$ cat src/hw/rtl/vector_alu_register_device_core_assert.svh
// Assertion macros shared by the vector ALU register device RTL.
// Depends on nothing; included by modules that check their own logic.
`ifndef VECTOR_ALU_REGISTER_DEVICE_CORE_ASSERT_SVH
`define VECTOR_ALU_REGISTER_DEVICE_CORE_ASSERT_SVH
// Checks a property on every rising clock edge while out of reset.
`define VARD_ASSERT(label, clk, rstn, prop, msg) \
    label: assert property (@(posedge clk) disable iff (!rstn) (prop)) else $error(msg);
// Checks a property on every rising clock edge, reset included.
`define VARD_ASSERT_ALWAYS(label, clk, prop, msg) \
    label: assert property (@(posedge clk) (prop)) else $error(msg);
`endif

$ cat src/hw/rtl/vard_pkg.sv
// Package for the vector ALU register device: widths, codes, addresses and types.
// Depends on nothing; used by every module of the block.
package vard_pkg;
    localparam int WORDS = 16;
    localparam int IDX_W = 4;
    localparam int VECTOR_LENGTH = 16;
    localparam logic [11:0] BASE_A = 12'h004;
    localparam logic [11:0] BASE_B = 12'h044;
    localparam logic [11:0] BASE_C = 12'h084;
    localparam logic [11:0] END_C = 12'h0C4;
    localparam logic [3:0] MAX_BYTES = 4'd4;

    typedef enum logic [2:0] {
        ST_OK = 3'd0,
        ST_BYTE_ENABLE = 3'd1,
        ST_BURST = 3'd2,
        ST_ADDRESS = 3'd3,
        ST_COMMAND = 3'd4
    } status_t;

    typedef enum logic [2:0] {
        OP_NONE = 3'd0,
        OP_ADD = 3'd1,
        OP_SUB = 3'd2,
        OP_MUL = 3'd3,
        OP_DIV = 3'd4,
        OP_MAC = 3'd5
    } opcode_t;

    localparam logic [1:0] REQ_READ = 2'd0;
    localparam logic [1:0] REQ_WRITE = 2'd1;

    typedef enum logic [2:0] {
        K_NOP = 3'd0,
        K_RD_CTRL = 3'd1,
        K_RD_VEC = 3'd2,
        K_WR_CTRL = 3'd3,
        K_WR_VEC = 3'd4,
        K_RUN = 3'd5
    } kind_t;

    // One classified access passed from the front part to the back part.
    typedef struct packed {
        kind_t kind;
        status_t status;
        logic [1:0] vsel;
        logic [IDX_W-1:0] idx;
        logic [31:0] wdata;
        logic [3:0] len;
        opcode_t op;
    } cmd_t;

    localparam int QDEPTH = 2;
endpackage

$ cat src/hw/rtl/vector_alu_register_device_core.sv
// Path: a register access passes the queue, then the result register; a vector
// opcode write runs its 16 elements through S_ELEM and S_DIV, divide waiting on the
// one-bit-a-cycle divider. Throughput: one access per cycle into a two-entry queue
// while not full, one served per cycle when the output is free and no opcode runs.
// Reset: synchronous, active low; clears vectors, control word, queue and output valid.
// Top level; depends on vard_pkg, vard_front and vard_back.
module vector_alu_register_device_core (
    input  logic        aclk,
    input  logic        aresetn,
    input  logic        s_tvalid,
    output logic        s_tready,
    // s_tdata: req_type[1:0], address[13:2], write_data[45:14], access_length[49:46],
    // stream_width[53:50], byte_enables_used[54], zero fill [55].
    input  logic [55:0] s_tdata,
    output logic        m_tvalid,
    input  logic        m_tready,
    // m_tdata: read_data[31:0], status[34:32], zero fill [39:35].
    output logic [39:0] m_tdata
);
    import vard_pkg::*;

    logic q_valid, q_pop;
    cmd_t q_head;
    logic [31:0] rd;
    logic [2:0] st;

    vard_front u_front (
        .aclk(aclk), .aresetn(aresetn), .s_tvalid(s_tvalid), .s_tready(s_tready),
        .req_type(s_tdata[1:0]), .address(s_tdata[13:2]), .write_data(s_tdata[45:14]),
        .access_length(s_tdata[49:46]), .stream_width(s_tdata[53:50]),
        .byte_enables_used(s_tdata[54]),
        .q_valid(q_valid), .q_pop(q_pop), .q_head(q_head)
    );

    vard_back u_back (
        .aclk(aclk), .aresetn(aresetn), .q_valid(q_valid), .q_pop(q_pop),
        .q_head(q_head), .m_tvalid(m_tvalid), .m_tready(m_tready),
        .read_data(rd), .status(st)
    );

    assign m_tdata = {5'd0, st, rd};
endmodule

$ cat src/hw/rtl/vard_front.sv
// Front part: accepts bus accesses, runs the error checks and decodes the address.
// Depends on vard_pkg; feeds a two-entry command queue.
module vard_front (
    input  logic          aclk,
    input  logic          aresetn,
    input  logic          s_tvalid,
    output logic          s_tready,
    input  logic [1:0]    req_type,
    input  logic [11:0]   address,
    input  logic [31:0]   write_data,
    input  logic [3:0]    access_length,
    input  logic [3:0]    stream_width,
    input  logic          byte_enables_used,
    output logic          q_valid,
    input  logic          q_pop,
    output vard_pkg::cmd_t q_head
);
    import vard_pkg::*;
    `include "vector_alu_register_device_core_assert.svh"

    cmd_t q_reg [QDEPTH];
    logic [0:0] wp_reg, rp_reg;
    logic [1:0] cnt_reg;
    cmd_t c;
    logic [11:0] off;
    logic push;

    always_comb begin
        c = '0;
        c.kind = K_NOP;
        c.status = ST_OK;
        c.op = OP_NONE;
        c.wdata = write_data;
        c.len = access_length;
        off = 12'd0;
        if (address >= BASE_C) begin
            c.vsel = 2'd2;
            off = address - BASE_C;
        end else if (address >= BASE_B) begin
            c.vsel = 2'd1;
            off = address - BASE_B;
        end else begin
            c.vsel = 2'd0;
            off = address - BASE_A;
        end
        c.idx = off[IDX_W+1:2];
        if (byte_enables_used) begin
            c.status = ST_BYTE_ENABLE;
        end else if (access_length > MAX_BYTES || stream_width < access_length) begin
            c.status = ST_BURST;
        end else if (req_type == REQ_READ || req_type == REQ_WRITE) begin
            if (address >= END_C || (address != 12'd0 && address < BASE_A)) begin
                c.status = ST_ADDRESS;
            end else if (address == 12'd0) begin
                if (req_type == REQ_READ) begin
                    c.kind = K_RD_CTRL;
                end else if (write_data >= 32'd1 && write_data <= 32'(OP_MAC)) begin
                    c.kind = K_RUN;
                    c.op = opcode_t'(write_data[2:0]);
                end else begin
                    c.kind = K_WR_CTRL;
                end
            end else begin
                c.kind = (req_type == REQ_READ) ? K_RD_VEC : K_WR_VEC;
            end
        end else begin
            c.status = ST_COMMAND;
        end
    end

    assign s_tready = (cnt_reg != 2'(QDEPTH));
    assign push = s_tvalid && s_tready;
    assign q_valid = (cnt_reg != 2'd0);
    assign q_head = q_reg[rp_reg];

    always_ff @(posedge aclk) begin
        if (push) begin
            q_reg[wp_reg] <= c;
        end
        if (!aresetn) begin
            wp_reg <= '0;
            rp_reg <= '0;
            cnt_reg <= '0;
        end else begin
            if (push) begin
                wp_reg <= wp_reg + 1'b1;
            end
            if (q_pop) begin
                rp_reg <= rp_reg + 1'b1;
            end
            cnt_reg <= cnt_reg + 2'(push) - 2'(q_pop);
        end
    end

    `VARD_ASSERT(a_no_overflow, aclk, aresetn, cnt_reg <= 2'(QDEPTH), "queue overflow")
    `VARD_ASSERT(a_pop_valid, aclk, aresetn, !q_pop || q_valid, "pop from empty queue")
    `VARD_ASSERT(a_full_stall, aclk, aresetn, (cnt_reg == 2'(QDEPTH)) |-> !s_tready, "full not stalled")
endmodule

$ cat src/hw/rtl/vard_div.sv
// Iterative 32-bit unsigned divider, one quotient bit per cycle.
// Depends on vard_pkg only through the import convention; used by the back part.
module vard_div (
    input  logic        aclk,
    input  logic        aresetn,
    input  logic        start,
    input  logic [31:0] dividend,
    input  logic [31:0] divisor,
    output logic        done,
    output logic [31:0] quotient
);
    import vard_pkg::*;

    logic        busy_reg;
    logic [5:0]  cnt_reg;
    logic [31:0] q_reg, d_reg;
    logic [32:0] r_reg;
    logic [32:0] sh;
    logic        ge;

    assign sh = {r_reg[31:0], q_reg[31]};
    assign ge = sh >= {1'b0, d_reg};
    assign quotient = q_reg;

    always_ff @(posedge aclk) begin
        if (!aresetn) begin
            busy_reg <= 1'b0;
            done <= 1'b0;
            cnt_reg <= '0;
        end else begin
            done <= 1'b0;
            if (start) begin
                busy_reg <= 1'b1;
                cnt_reg <= 6'd32;
                q_reg <= dividend;
                d_reg <= divisor;
                r_reg <= '0;
            end else if (busy_reg) begin
                r_reg <= ge ? sh - {1'b0, d_reg} : sh;
                q_reg <= {q_reg[30:0], ge};
                cnt_reg <= cnt_reg - 6'd1;
                if (cnt_reg == 6'd1) begin
                    busy_reg <= 1'b0;
                    done <= 1'b1;
                end
            end
        end
    end
endmodule

$ cat src/hw/rtl/vard_back.sv
// Back part: holds the vectors and control word, serves accesses and runs vector ops.
// Depends on vard_pkg and vard_div; takes commands from the front queue.
module vard_back (
    input  logic           aclk,
    input  logic           aresetn,
    input  logic           q_valid,
    output logic           q_pop,
    input  vard_pkg::cmd_t q_head,
    output logic           m_tvalid,
    input  logic           m_tready,
    output logic [31:0]    read_data,
    output logic [2:0]     status
);
    import vard_pkg::*;
    `include "vector_alu_register_device_core_assert.svh"

    typedef enum logic [1:0] { S_IDLE, S_ELEM, S_DIV, S_DONE } state_t;

    state_t state_reg;
    logic [31:0] va_reg [WORDS];
    logic [31:0] vb_reg [WORDS];
    logic [31:0] vc_reg [WORDS];
    logic [31:0] ctrl_reg;
    logic [IDX_W-1:0] i_reg;
    logic [31:0] prod_reg;
    logic [31:0] rdata_next, v, mask;
    logic [31:0] a_el, b_el, c_el, res;
    logic div_start, div_done;
    logic [31:0] div_q;
    logic last;
    logic out_free;

    assign out_free = !m_tvalid || m_tready;
    assign a_el = va_reg[i_reg];
    assign b_el = vb_reg[i_reg];
    assign c_el = vc_reg[i_reg];
    assign last = (i_reg == IDX_W'(VECTOR_LENGTH - 1));
    assign div_start = (state_reg == S_ELEM) && q_head.op == OP_DIV && b_el != 32'd0;

    vard_div u_div (
        .aclk(aclk), .aresetn(aresetn), .start(div_start),
        .dividend(a_el), .divisor(b_el), .done(div_done), .quotient(div_q)
    );

    always_comb begin
        case (q_head.vsel)
            2'd0: v = va_reg[q_head.idx];
            2'd1: v = vb_reg[q_head.idx];
            default: v = vc_reg[q_head.idx];
        endcase
        if (q_head.kind == K_RD_CTRL) begin
            v = ctrl_reg;
        end
        mask = (q_head.len >= MAX_BYTES) ? 32'hFFFF_FFFF
             : ((32'd1 << {q_head.len[1:0], 3'b000}) - 32'd1);
        rdata_next = (q_head.kind == K_RD_CTRL || q_head.kind == K_RD_VEC) ? (v & mask) : 32'd0;
        case (q_head.op)
            OP_ADD: res = a_el + b_el;
            OP_SUB: res = a_el - b_el;
            OP_MUL: res = prod_reg;
            OP_MAC: res = c_el + prod_reg;
            default: res = 32'd0;
        endcase
    end

    assign q_pop = q_valid && out_free &&
                   ((state_reg == S_IDLE && q_head.kind != K_RUN) || state_reg == S_DONE);

    always_ff @(posedge aclk) begin
        prod_reg <= a_el * b_el;
        if (!aresetn) begin
            state_reg <= S_IDLE;
            m_tvalid <= 1'b0;
            ctrl_reg <= '0;
            i_reg <= '0;
            for (int k = 0; k < WORDS; k++) begin
                va_reg[k] <= '0;
                vb_reg[k] <= '0;
                vc_reg[k] <= '0;
            end
        end else begin
            if (q_pop) begin
                m_tvalid <= 1'b1;
                read_data <= rdata_next;
                status <= q_head.status;
                if (q_head.kind == K_WR_CTRL) begin
                    ctrl_reg <= q_head.wdata;
                end
                if (q_head.kind == K_WR_VEC) begin
                    case (q_head.vsel)
                        2'd0: va_reg[q_head.idx] <= q_head.wdata;
                        2'd1: vb_reg[q_head.idx] <= q_head.wdata;
                        default: vc_reg[q_head.idx] <= q_head.wdata;
                    endcase
                end
            end else if (m_tready) begin
                m_tvalid <= 1'b0;
            end
            case (state_reg)
                S_IDLE: begin
                    if (q_valid && q_head.kind == K_RUN) begin
                        state_reg <= S_ELEM;
                        i_reg <= '0;
                    end
                end
                S_ELEM: begin
                    // Multiplies take the product registered in this state, in the next state S_DIV.
                    if (q_head.op == OP_DIV) begin
                        if (b_el == 32'd0) begin
                            vc_reg[i_reg] <= 32'd0;
                            i_reg <= i_reg + 1'b1;
                            if (last) begin
                                state_reg <= S_DONE;
                            end
                        end else begin
                            state_reg <= S_DIV;
                        end
                    end else begin
                        state_reg <= S_DIV;
                    end
                end
                S_DIV: begin
                    if (q_head.op != OP_DIV || div_done) begin
                        vc_reg[i_reg] <= (q_head.op == OP_DIV) ? div_q : res;
                        i_reg <= i_reg + 1'b1;
                        state_reg <= last ? S_DONE : S_ELEM;
                    end
                end
                S_DONE: begin
                    if (q_pop) begin
                        state_reg <= S_IDLE;
                        ctrl_reg <= '0;
                    end
                end
                default: state_reg <= S_IDLE;
            endcase
        end
    end

    `VARD_ASSERT(a_run_pop, aclk, aresetn, (q_pop && q_head.kind == K_RUN) |-> state_reg == S_DONE, "run popped early")
    `VARD_ASSERT(a_out_hold, aclk, aresetn, (m_tvalid && !m_tready) |=> m_tvalid, "result dropped")
    `VARD_ASSERT(a_busy_valid, aclk, aresetn, (state_reg != S_IDLE) |-> q_valid, "run without command")
endmodule

$ cat config.mk
export PLATFORM = sky130hd
export DESIGN_NAME = vector_alu_register_device_core
export DESIGN_NICKNAME = d
export VERILOG_FILES = /design/src/hw/rtl/vard_pkg.sv /design/src/hw/rtl/vector_alu_register_device_core.sv /design/src/hw/rtl/vard_front.sv /design/src/hw/rtl/vard_div.sv /design/src/hw/rtl/vard_back.sv
export VERILOG_INCLUDE_DIRS = /design/src /design/src/hw/rtl
export SDC_FILE = /design/constraint.sdc
export NUM_CORES = 2
export LEC_CHECK = 0
export BUFFER_PORTS_ARGS = -buffer_cell sky130_fd_sc_hd__buf_2
export CORE_AREA = 2 2 692 557
export CTS_BUF_LIST = sky130_fd_sc_hd__clkbuf_8
export DETAILED_ROUTE_END_ITERATION = 16
export DIE_AREA = 0 0 694 559
export GPL_TIMING_DRIVEN = 0
export PLACE_DENSITY = 0.55
export SLEW_MARGIN = 5
export SYNTH_ARGS = -nofsm -noshare
export SYNTH_HDL_FRONTEND = slang
export SYNTH_SLANG_ARGS = --single-unit
$ cat constraint.sdc
create_clock -name aclk -period 9.4 [get_ports aclk]
set_clock_uncertainty 0.2 [all_clocks]
set_input_delay 2.35 -clock aclk [delete_from_list [all_inputs] [get_ports aclk]]
set_output_delay 2.35 -clock aclk [all_outputs]
set_load 0.005 [all_outputs]
After elaboration in Yosys (flattened, before gate mapping)
Memory sizes are Yosys's and may differ from the RTL's. A register that Yosys moved wholly into a read port is not among the register bits.
Cells that the tools add are included.
{ "word_totals": {"reg_bits": 214, "mem_bits_rw": 1638, "in_bits": 60, "output_inout_bits": 42, "elab_cells": 222, "memories": 4} }
{ "op_classes": {"add_sub_neg": 14, "n_mul": 1, "magnitude_cmp": 10, "eq_ne": 26, "n_shift": 1, "mux": 105, "n_bitwise": 4, "n_reduce_logical": 40} }
{ "memory_table": {"columns": ["memory", "depth", "width", "read_ports", "rd_ports_with_merged_regs", "wr", "line", "text"], "rows": [
  ["u_back.va_reg", 16, 32, 2, 1, 16, "vard_back.sv:20", "logic [31:0] va_reg [WORDS];"],
  ["u_back.vb_reg", 16, 32, 2, 1, 16, "vard_back.sv:21", "logic [31:0] vb_reg [WORDS];"],
  ["u_back.vc_reg", 16, 32, 2, 1, 16, "vard_back.sv:22", "logic [31:0] vc_reg [WORDS];"],
  ["u_front.q_reg", 2, 51, 1, 1, 1, "vard_front.sv:21", "cmd_t q_reg [QDEPTH];"]
]} }
{ "op_table": {"columns": ["cell", "n"], "rows": [
  ["$mux W32", 16],
  ["$pmux W32 S4", 1],
  ["$reduce_or A32 Y1", 4],
  ["$add A32 B32 Y32", 2],
  ["$pmux W32 S2", 1],
  ["$sub A32 B32 Y32", 2],
  ["$mux W4", 14],
  ["$mux W3", 18],
  ["$mux W1", 40],
  ["$ge A33 B32 Y1", 1],
  ["$and A32 B32 Y32", 1],
  ["$ge A32 B1 Y1 const B", 1],
  ["$le A32 B3 Y1 const B", 1],
  ["$logic_not A32 Y1", 1],
  ["$mul A32 B32 Y32", 1],
  ["$reduce_bool A32 Y1", 1],
  ["$shl A1 B5 Y32 const A", 1],
  ["$sub A32 B1 Y32 const B", 1],
  ["$ge A12 B8 Y1 const B", 2],
  ["$mux W6", 4],
  ["$mux W2", 9],
  ["$sub A6 B3 Y6 const B", 3],
  ["$eq A3 B2 Y1 const B", 4],
  ["$eq A3 B3 Y1 const B", 4],
  ["other kinds (36)", 68]
]} }

Logic depth before layout (Yosys ltp)
{ "depth": {"ltp_word": 10, "depth_mapped": 43, "depth_no_buf": 31} }

By module
A second synthesis with hierarchy kept.
{ "hier_totals": {"cells_unflattened": 8725, "area_unflattened_um2": 115635.9} }
{ "by_module_without_submodules": {"columns": ["mod", "instances", "cells_per_inst", "area_per_inst_um2"], "rows": [
  ["vard_back", 1, 7889, 105080.8],
  ["vard_div", 1, 578, 6129.6],
  ["vard_front", 1, 252, 4384.2],
  ["vector_alu_register_device_core", 1, 6, 41.3]
]} }

Worst setup path after synthesis
No wires, ideal clock.
{ "synth_timing": {"path_kind": "register to register", "startpoint": "register with a tool-made name", "endpoint": "register u_back.prod_reg[31]", "setup_ps": 122, "arrival_time_ps": 9895, "required_ps": 9078, "path_slack_ps": -817, "path_stages_with_launch": 43, "period_less_slack_ps": 10217, "cell_sequence": "dfxtp_1 -> buf_6 -> buf_12 -> buf_12 -> buf_12 -> buf_12 -> buf_12 -> buf_12 -> buf_8 -> buf_2 -> buf_2 -> buf_4 -> mux4_2 -> mux2_2 -> o21ai_1 -> clkbuf_1 -> nor2_1 -> fa_1 -> [... 7 more ...] -> ha_1 -> ha_1 -> fa_1 -> inv_1 -> fa_1 -> inv_1 -> ha_1 -> a21o_1 -> a21oi_1 -> a21bo_2 -> nor3_1 -> o21ai_0 -> a21o_1 -> a221oi_1 -> nor2b_1 -> o41ai_1 -> o21ai_0 -> xnor2_1"} }
{ "synth_lines": {"columns": ["item", "line", "text"], "rows": [
  ["end signal, assigned", "vard_back.sv:70", "prod_reg <= a_el * b_el;"],
  ["end, declared", "vard_back.sv:25", "logic [31:0] prod_reg;"]
]} }

==> summary.md <==
| Metric | Value |
|---|---|
| Worst Setup End Kind | register |
| Sw Share | 49.2% |
| Pwr Total | 45.5 mW |
| Setup WS post-layout | -0.668 ns |
| Worst EP required | 10.10 ns |
| Seq/Total Area, Yosys | around half |
| Most common cell after layout, fill and taps aside | nor2_1 |
| Crit path buffers/inverters | 9 |
| GRT Util Overall | approximately 30% |
| Initial antenna violation count | 60 |
| Worst-path maximum fanout | 10 |
| Clk_lat worst skew | 1.07 ns |
| Grt ovf | 0 |
| Final count of hold timing violations | 0 |
| Asr flop ratio synth | 0% |
| CP Depth | 31 |
| Slowest library cell on the worst path | a22oi_2 |
| Final WL | around 590 mm |
| Detailed placer's ending HPWL | 439 mm |
| Internal power | 23.1 mW |
| Critical path's top delay family | adder cells |
| Via Count | 101000 |
| Startpoint Class | register |
| Detailed-route DRC error count | 0 |
| Post-synth cell types | 99 |
| HP Class | reg2reg |
| FF+latch area | roughly 55000 um2 |
| Failing checks | capacitance limit, slew limit, setup timing |
| Vias per cell | between 5 and 6 |
| Ratio of cells with drive above 1 in the final layout | 15.6% |
| Setup Crit Path Kind | reg2reg |
| Power per cell area | 340 nW/um2 |
| CORE AREA | 381000 um2 |
| Synth Cell Area | 114000 um2 |
| Layout area overhead | 17.7% |
| Fillers | 38200 |
| Period utilisation layout | 107% |
| VDD IR max | between 1 and 1.5 mV |
| #FFs+latches synth | 1857 |
| Prevailing post-synth register cell | edfxtp_1 |
| Max-cap violations | 27 |
| Post-DR wirelength/cell | 34.4 um |
| RSZ-0062 raised after global routing | true |
| TritonCTS clock tree | built |
| Relative slew slack | -18.6% |
| Power share of the clock group | 16.5% |
| Ports | around 100 |
| Die height | between 500 and 600 um |
| Final core utilization | a little over a third |
| Leakage | 49.8 nW |
| Slew Viols, Final | 119 |
| Syn. warnings | 0 |
| Initial Util | 29.9% |
| FMAX | 0.0993 GHz |
| Comb pwr share | around 61% |
| Die X | 694 um |
| Clock-pin slew of the registers on the worst-case setup and hold paths | approximately 0.080 ns |
| Min Tclk post-route | 10.07 ns |
| Commonest cells after routing, fill and taps aside | nor2_1, nand2_1, edfxtp_1 |
| Count of flip-flops with a built-in enable after synthesis | 1769 |
| I/O Buffers | 94 |
| Status | finished, violations left |
| DRT antenna net count | 0 |
| Rows | 203 |
| P_sw | 22.4 mW |
| Root Buffer | clkbuf_8 |
| Maximum buffer depth of the clock tree | 4 |
| First-pass GRT wire length | around 800 mm |
| Final setup violation count | 16 |
| Crit path arrival time | 10.77 ns |
| Worst-margin pin slew | 1.77 ns |
| H-tree depth | 5 |
| CTS buffer count | 329 |
| Hold_buf cts | 0 |
| NumNets Final | between 10000 and 15000 |
| Die Area | 388000 um2 |
| Critical Path Max Stage Delay | 0.89 ns |
| R2r worst-path depth | 31 |
| Avg Cell Area, Syn | 10.4 um2 |
| Hold path depth | 2 |
| Multi-input logic area | 55000 um2 |
| Clk sinks | approximately 1900 |
| Pin count of the biggest net entering global routing | 35 |
| Sequential share of power | 22.3% |
| Drt first pass iters | 12 |
| Routability cong. | 1.07 |
| Vias in the first global route | 92200 |
| Iter 0 DRT Violations | 18500 |
| Post-Synthesis Cells | 11000 |
## cell families (layout without fill, tap and decap cells)
logic type               Yosys count  in the layout  share of synthesized area [%]
XOR/XNOR                         204            204                           1.57
AND/OR/NAND/NOR                 5205           5205                           18.8
adder cells (fa/ha/maj)          646            646                           9.81
flip-flops                      1857           1857                           48.2
multiplexers                     549            549                           9.60
other                              1             36                        0.00329
buffers and inverters           1437           2428                           5.09
AO/OA/AOI/OAI                   1099           1099                           6.91
## what timing repair did
item | 4_1_cts | 5_1_grt
buffers inserted | 152 | 59
gates cloned | 1 | 1
resized for setup | 396 | 138
setup endpoints to repair | 1145 | 76
pin swaps | 78 | 73
## power groups by stage
stage	Combinational, mW	Sequential [mW]	Clock, mW
floorplan	13.1	10.0	0
global placement	22.1	10.3	0
detailed placement	22.5	10.3	0
CTS	24.8	10.1	7.42
global route	28.8	10.2	7.74
finish	27.9	10.2	7.49
## worst paths after layout
| path | to | slack [ns] | start |
|---|---|---|---|
| max | u_back.prod_reg[31] | -0.67 | register |
| min | u_back.u_div.cnt_reg[1] | 0.29 | u_back.u_div.cnt_reg[1] |
| min reg2reg | u_back.u_div.cnt_reg[1] | 0.29 | u_back.u_div.cnt_reg[1] |
| max reg2reg | u_back.prod_reg[31] | -0.67 | register |
## per-layer routing
layer  GRT usage (%)  wire [um]  vias up
met2            36.1     213000     8932
met3            18.2     116000     1482
li1                -          -    40100
met4            14.1      35000       56
met5            1.18       1070        -
met1            38.6     221000    50200
## Yosys cell counts, types with 12 or more instances
cell      number  share of area (%)
buf_4         29               0.19
a311oi_1     227                1.7
o21bai_1      21               0.14
a21o_1        63               0.42
nor3_1        40               0.18
mux4_2       417                8.2
clkinv_1      12              0.040
nand3_1      800                3.5
nor2_1      2111                7.0
mux2i_1       85               0.75
fa_1         411                7.2
nor2b_1       42               0.23
a221oi_1      16               0.12
a222oi_1      16               0.14
a22o_1        31               0.24
a21oi_1      208               0.91
a22oi_1       33               0.22
o21ai_0      149               0.65
edfxtp_1    1769                 47
inv_1        540                1.8
dfxtp_1       88                1.5
ha_1         235                2.6
clkbuf_1     698                2.3
nand4_1       13              0.071
a31oi_1       86               0.47
buf_2         93               0.41
nand2b_1      27               0.15
and3_1       120               0.66
a211oi_1      80               0.53
xnor2_1      150                1.2
mux2_2        36               0.36
xor2_1        54               0.42
or3_1         14              0.077
and2_1        24               0.13
buf_1         41               0.14
o22ai_1       41               0.23
o21a_1        15              0.099
nand2_1     1956                6.4
a21oi_2       17               0.13
## worst reg2reg max path: cells and delay by family, from the launching register on
kind / cells / cell delay (ns)
fa+ha+maj: 8 / 3.41
xor+xnor: 10 / 1.72
simple gates: 2 / 0.61
flops: 1 / 0.36
compound gates: 1 / 0.90
mux: 1 / 0.57
buf+inv: 9 / 2.14
## stage by stage
stage | hold slack, ns | worst slack, ns | cell area (um2) | instances | setup TNS [ns]
floorplan | 0.269 | 0.0242 | 114000 | 11000 | 0
global placement | 0.286 | -4.90 | 121000 | 16100 | -2373.10
detailed placement | 0.287 | -4.73 | 124000 | 16200 | -1277.50
CTS | 0.294 | -0.476 | 133000 | 17000 | -1.70
global route | 0.322 | -0.734 | 134000 | 17000 | -4.16
finish | 0.293 | -0.668 | 134000 | 17000 | -3.30
## cell type report
type / instances / area share, %
Multi-Input combinational cell: 7708 / 41.1
Timing Repair Buffer: 411 / 3.53
Sequential cell: 1857 / 41.0
Clock buffer: 338 / 3.47
Tap cell: 5022 / 4.69
Inverter: 559 / 1.60
Antenna cell: 31 / 0.0579
Buffer: 867 / 3.61
Clock inverter: 253 / 1.02
Power figures use the tool's default switching activity.
